--- src/sv/npc_pkg.sv ---
// Shared types, constants and functions for the nearest palette color core.
`default_nettype none

package npc_pkg;

    localparam int COLOR_W = 8;
    localparam int INDEX_W = 8;
    localparam int SQ_W    = 16;
    localparam int DIST_W  = 18;
    localparam int WORD_W  = 3 * COLOR_W;

    localparam logic FUNC_WRITE = 1'b0;
    localparam logic FUNC_QUERY = 1'b1;

    localparam logic [DIST_W-1:0] DIST_MAX = DIST_W'(195075);

    typedef enum logic [1:0] {
        ST_IDLE,
        ST_SCAN,
        ST_DRAIN
    } t_state;

    typedef struct packed {
        logic wr_req;
        logic load_query;
        logic scan_en;
        logic scan_first;
        logic scan_last;
    } t_dp_cmd;

    typedef struct packed {
        logic done;
    } t_dp_sts;

    function automatic logic [SQ_W-1:0] sq_diff(input logic [COLOR_W-1:0] a,
                                                input logic [COLOR_W-1:0] b);
        logic [COLOR_W-1:0] d;
        d = (a > b) ? (a - b) : (b - a);
        return SQ_W'(d) * SQ_W'(d);
    endfunction

endpackage

`default_nettype wire

--- src/sv/npc_ctrl.sv ---
// Controller: accepts commands and sequences the palette scan for a query.
`default_nettype none

module npc_ctrl #(
    parameter int PALETTE_ENTRIES = 256
) (
    input  wire logic                               i_clk,
    input  wire logic                               i_rst_n,
    input  wire logic                               i_start,
    input  wire logic                               i_func,
    input  wire npc_pkg::t_dp_sts                   i_sts,
    output logic                                    o_busy,
    output npc_pkg::t_dp_cmd                        o_cmd,
    output logic [$clog2(PALETTE_ENTRIES)-1:0]      o_rd_addr
);

    localparam int AW = $clog2(PALETTE_ENTRIES);
    localparam logic [AW-1:0] LAST_ADDR = AW'(PALETTE_ENTRIES - 1);

    npc_pkg::t_state r_state, n_state;
    logic [AW-1:0]   r_cnt, n_cnt;

    always_ff @(posedge i_clk) begin
        if (!i_rst_n) begin
            r_state <= npc_pkg::ST_IDLE;
            r_cnt   <= '0;
        end else begin
            r_state <= n_state;
            r_cnt   <= n_cnt;
        end
    end

    always_comb begin
        n_state   = r_state;
        n_cnt     = r_cnt;
        o_cmd     = '0;
        o_rd_addr = r_cnt;
        case (r_state)
            npc_pkg::ST_IDLE: begin
                if (i_start) begin
                    if (i_func == npc_pkg::FUNC_QUERY) begin
                        o_cmd.load_query = 1'b1;
                        n_cnt            = '0;
                        n_state          = npc_pkg::ST_SCAN;
                    end else begin
                        o_cmd.wr_req = 1'b1;
                    end
                end
            end
            npc_pkg::ST_SCAN: begin
                o_cmd.scan_en    = 1'b1;
                o_cmd.scan_first = (r_cnt == '0);
                o_cmd.scan_last  = (r_cnt == LAST_ADDR);
                if (r_cnt == LAST_ADDR) begin
                    n_state = npc_pkg::ST_DRAIN;
                end else begin
                    n_cnt = r_cnt + 1'b1;
                end
            end
            npc_pkg::ST_DRAIN: begin
                if (i_sts.done) begin
                    n_state = npc_pkg::ST_IDLE;
                end
            end
            default: begin
                n_state = npc_pkg::ST_IDLE;
            end
        endcase
    end

    assign o_busy = (r_state != npc_pkg::ST_IDLE);

endmodule

`default_nettype wire

--- config.mk ---
export PLATFORM = sky130hd
export DESIGN_NAME = npc_ctrl
export DESIGN_NICKNAME = d
export VERILOG_FILES = /design/src/sv/npc_pkg.sv /design/src/sv/npc_ctrl.sv
export SDC_FILE = /design/constraint.sdc
export NUM_CORES = 1
export LEC_CHECK = 0
export BUFFER_PORTS_ARGS = -buffer_cell sky130_fd_sc_hd__buf_2
export CAP_MARGIN = 20
export CORE_AREA = 2 2 41 43
export CTS_BUF_LIST = sky130_fd_sc_hd__clkbuf_16
export CTS_CLUSTER_SIZE = 40
export DETAILED_ROUTE_END_ITERATION = 10
export DIE_AREA = 0 0 43 45
export PLACE_DENSITY = 0.67
export SKIP_CTS_REPAIR_TIMING = 1
export SLEW_MARGIN = 20
export SYNTH_ARGS = -nofsm -noshare
export SYNTH_HDL_FRONTEND = slang
export SYNTH_SLANG_ARGS = --single-unit
--- constraint.sdc ---
create_clock -name i_clk -period 1 [get_ports i_clk]
set_input_delay 0.05 -clock i_clk [delete_from_list [all_inputs] [get_ports i_clk]]
set_output_delay 0.05 -clock i_clk [all_outputs]
set_load 0.02 [all_outputs]
==> results.ini <==
[critical_path]
critical-path-slowest-cell=dfxtp_4
cp_max_fo=5
cp_slowest_stage_delay_ps=370
critical_path.endpoint_type=output pin
crit_arrival_ps=1270
worstPathCellList=and3_4 -> nand4_1 -> nor2_4 -> buf_6
crit_required_ps=950
worstSetupStartpointType=register
critPathKind=reg -> out

[drt]
num_vias=735
routed_wl_mm=2.00
routedWlPerCell_um=15.3
dr.pass1.iters=4
drc=0
drt_iter0_drc=29
viasPerCell=5.65
postRouteAntennaNets=0

[yosys]
synth_top_area_frac=0.343
synth_top_cell_by_area=dfxtp_1
synth_nets=83
ys_seq_area_frac=0.343
synth_area_per_cell_sq_um=7.67
synth.area.top_cells=dfxtp_1 (34%), nand3_1 (5.2%), nand2_1 (4.5%)
ys_ff_latch=10
yosys_warnings=0
synthCells=76
ys_types=28
netlist_area_sq_um=583

[global_route]
grt_pass1_wl_mm=2.71
grt_pass1_vias=574
grtUsageTotal=0.197
grt_max_degree=10
gr-total-overflow=0
antenna_found_initial=0

[finish]
final_common_cell=buf_4
antennaDiodeCount=0
design_area_sq_mm=0.00106
final_cell_mix=buf_4 (19), buf_2 (12), dfxtp_4 (8), buf_6 (7), nand2_1 (6)
drive_above_1_share=0.605
layout.nets=122
fin_util=0.724
syn2layout_area_growth_pct=82.6
final_cells=130
fillers=116

[timing]
tightest_slew_ps=218
hold_viol_final=0
rsz0062_at_grt=yes
fin_crit_sh=1.32
slew_viol_final=0
clock_skew_ps=3.02
fin_ws_ps=-325
finalSetupViolCount=16
layout_min_cycle_time_ps=1320
slew_headroom=0.853
fmax_mhz=755
whs_ps=126

[floorplanning]
die_area_sq_mm=0.00194
fp.dieH_um=45
io_pins=19
start_util=0.396
fp.coreArea_sq_mm=0.00147
num_rows=14
fp.dieW_um=43

[clocking]
cts_tree=built
numCtsBuffers=3
clk_path_buf_depth=2
clk_pin_slew_ps=40
ctsHtreeMaxLevel=1
insertion_delay_ps=240
cts-root-buf=clkbuf_16
clock_sinks=10

[run]
maxCapViolations=0

[min_path]
hp-class=in -> reg

[placed_design]
place_area_sq_um=827
gp_congestion=0.828
port_buffers=18
dp.cells=119
hpwl_mm=1.19

[power]
ir_drop_mv=1.12
power.density_mw_per_mm2=1250
design_power_total_mw=1.34
p_leak_nw=0.460

[status]
status=complete, but fails checks
violations=setup timing

==> cells in the mapped netlist <==
| cell | count |
|---|---|
| dfxtp_1 | 10 |
| nand2_1 | 7 |
| inv_1 | 6 |
| nand3_1 | 6 |
| a21oi_1 | 5 |
| nand4_1 | 4 |
| nor2_1 | 4 |
| o21ai_0 | 4 |
| nor3_1 | 3 |
| o21a_1 | 3 |
| a31oi_1 | 2 |
| buf_2 | 2 |
| ha_1 | 2 |
| nand3b_1 | 2 |
| nor4_1 | 2 |
| o211ai_1 | 2 |
| a41o_2 | 1 |
| and2_1 | 1 |
| and3_1 | 1 |
| buf_4 | 1 |
| buf_6 | 1 |
| nand2_2 | 1 |
| nand2b_1 | 1 |
| nor3b_1 | 1 |
| o22ai_1 | 1 |
| o31ai_1 | 1 |
| or3_1 | 1 |
| xnor2_1 | 1 |
==> sequential cells by signal, summed over array words and instances, names as in the netlist <==
name       count
o_rd_addr      8
r_state        2
==> metal layers <==
| layer | wire, um | GRT usage | up-vias | part of all wire |
|---|---|---|---|---|
| met5 | 0 | 0 | - | 0 |
| met4 | 36 | 0.0909 | 0 | 0.018 |
| met3 | 145 | 0.0760 | 5 | 0.073 |
| met2 | 994 | 0.321 | 41 | 0.50 |
| met1 | 819 | 0.231 | 334 | 0.41 |
| li1 | - | - | 355 | - |
==> worst max-delay path: cells and delay by family (launching register included) <==
family / cells / cell delay [ps]
DFF: 1 / 370
buffers and inverters: 1 / 130
and+or+nand+nor: 3 / 530
==> kinds of logic (layout without fill, tap and decap cells) <==
family,count (synthesis),after routing,share of synthesized area
AOI/OAI and AO/OA,19,19,0.206
adders and majority gates,2,2,0.0429
buffers and inverters,10,48,0.0880
DFF,10,10,0.343
xor gates and xnor gates,1,1,0.0150
and+or+nand+nor,34,34,0.305
==> metrics by stage <==
| stage | worst slack, ps | TNS, ps |
|---|---|---|
| 3_5_place_dp | -210 | -2030 |
| 5_1_grt | -371 | -3880 |
| 3_3_place_gp | -196 | -1860 |
| 4_1_cts | -432 | -3620 |
| 2_1_floorplan | -178 | -1200 |
| 6_report | -325 | -3150 |
==> report_power, final <==
| group | leakage [nW] | switching (mW) | internal [mW] | total (mW) |
|---|---|---|---|---|
| Combinational | 0.333 | 0.111 | 0.0940 | 0.205 |
| Sequential | 0.0881 | 0.0119 | 0.390 | 0.402 |
| Clock | 0.0385 | 0.203 | 0.526 | 0.729 |
| Total | 0.460 | 0.326 | 1.01 | 1.34 |
==> path summary, 6_finish.rpt <==
path	startpoint	slack, ps	end	cells past startpoint
hold / removal	i_sts	130	r_state[1]	3
setup / recovery	o_rd_addr[5]	-320	o_cmd[0]	4
hold reg to reg	o_rd_addr[7]	550	o_rd_addr[7]	2
setup reg to reg	o_rd_addr[5]	-250	o_rd_addr[3]	5
==> area by class of cell <==
| cell class | count | area [sq um] | area share |
|---|---|---|---|
| well taps | 16 | 20.0 | 0.0188 |
| flip-flops and latches | 10 | 233 | 0.219 |
| multi-input cells | 56 | 422 | 0.396 |
| inverters | 6 | 30.0 | 0.0282 |
| repair buffers | 38 | 282 | 0.264 |
| clock buffers | 3 | 75.1 | 0.0705 |
| clock inverters | 1 | 3.75 | 0.00353 |
(Power assumes the default switching activity.)
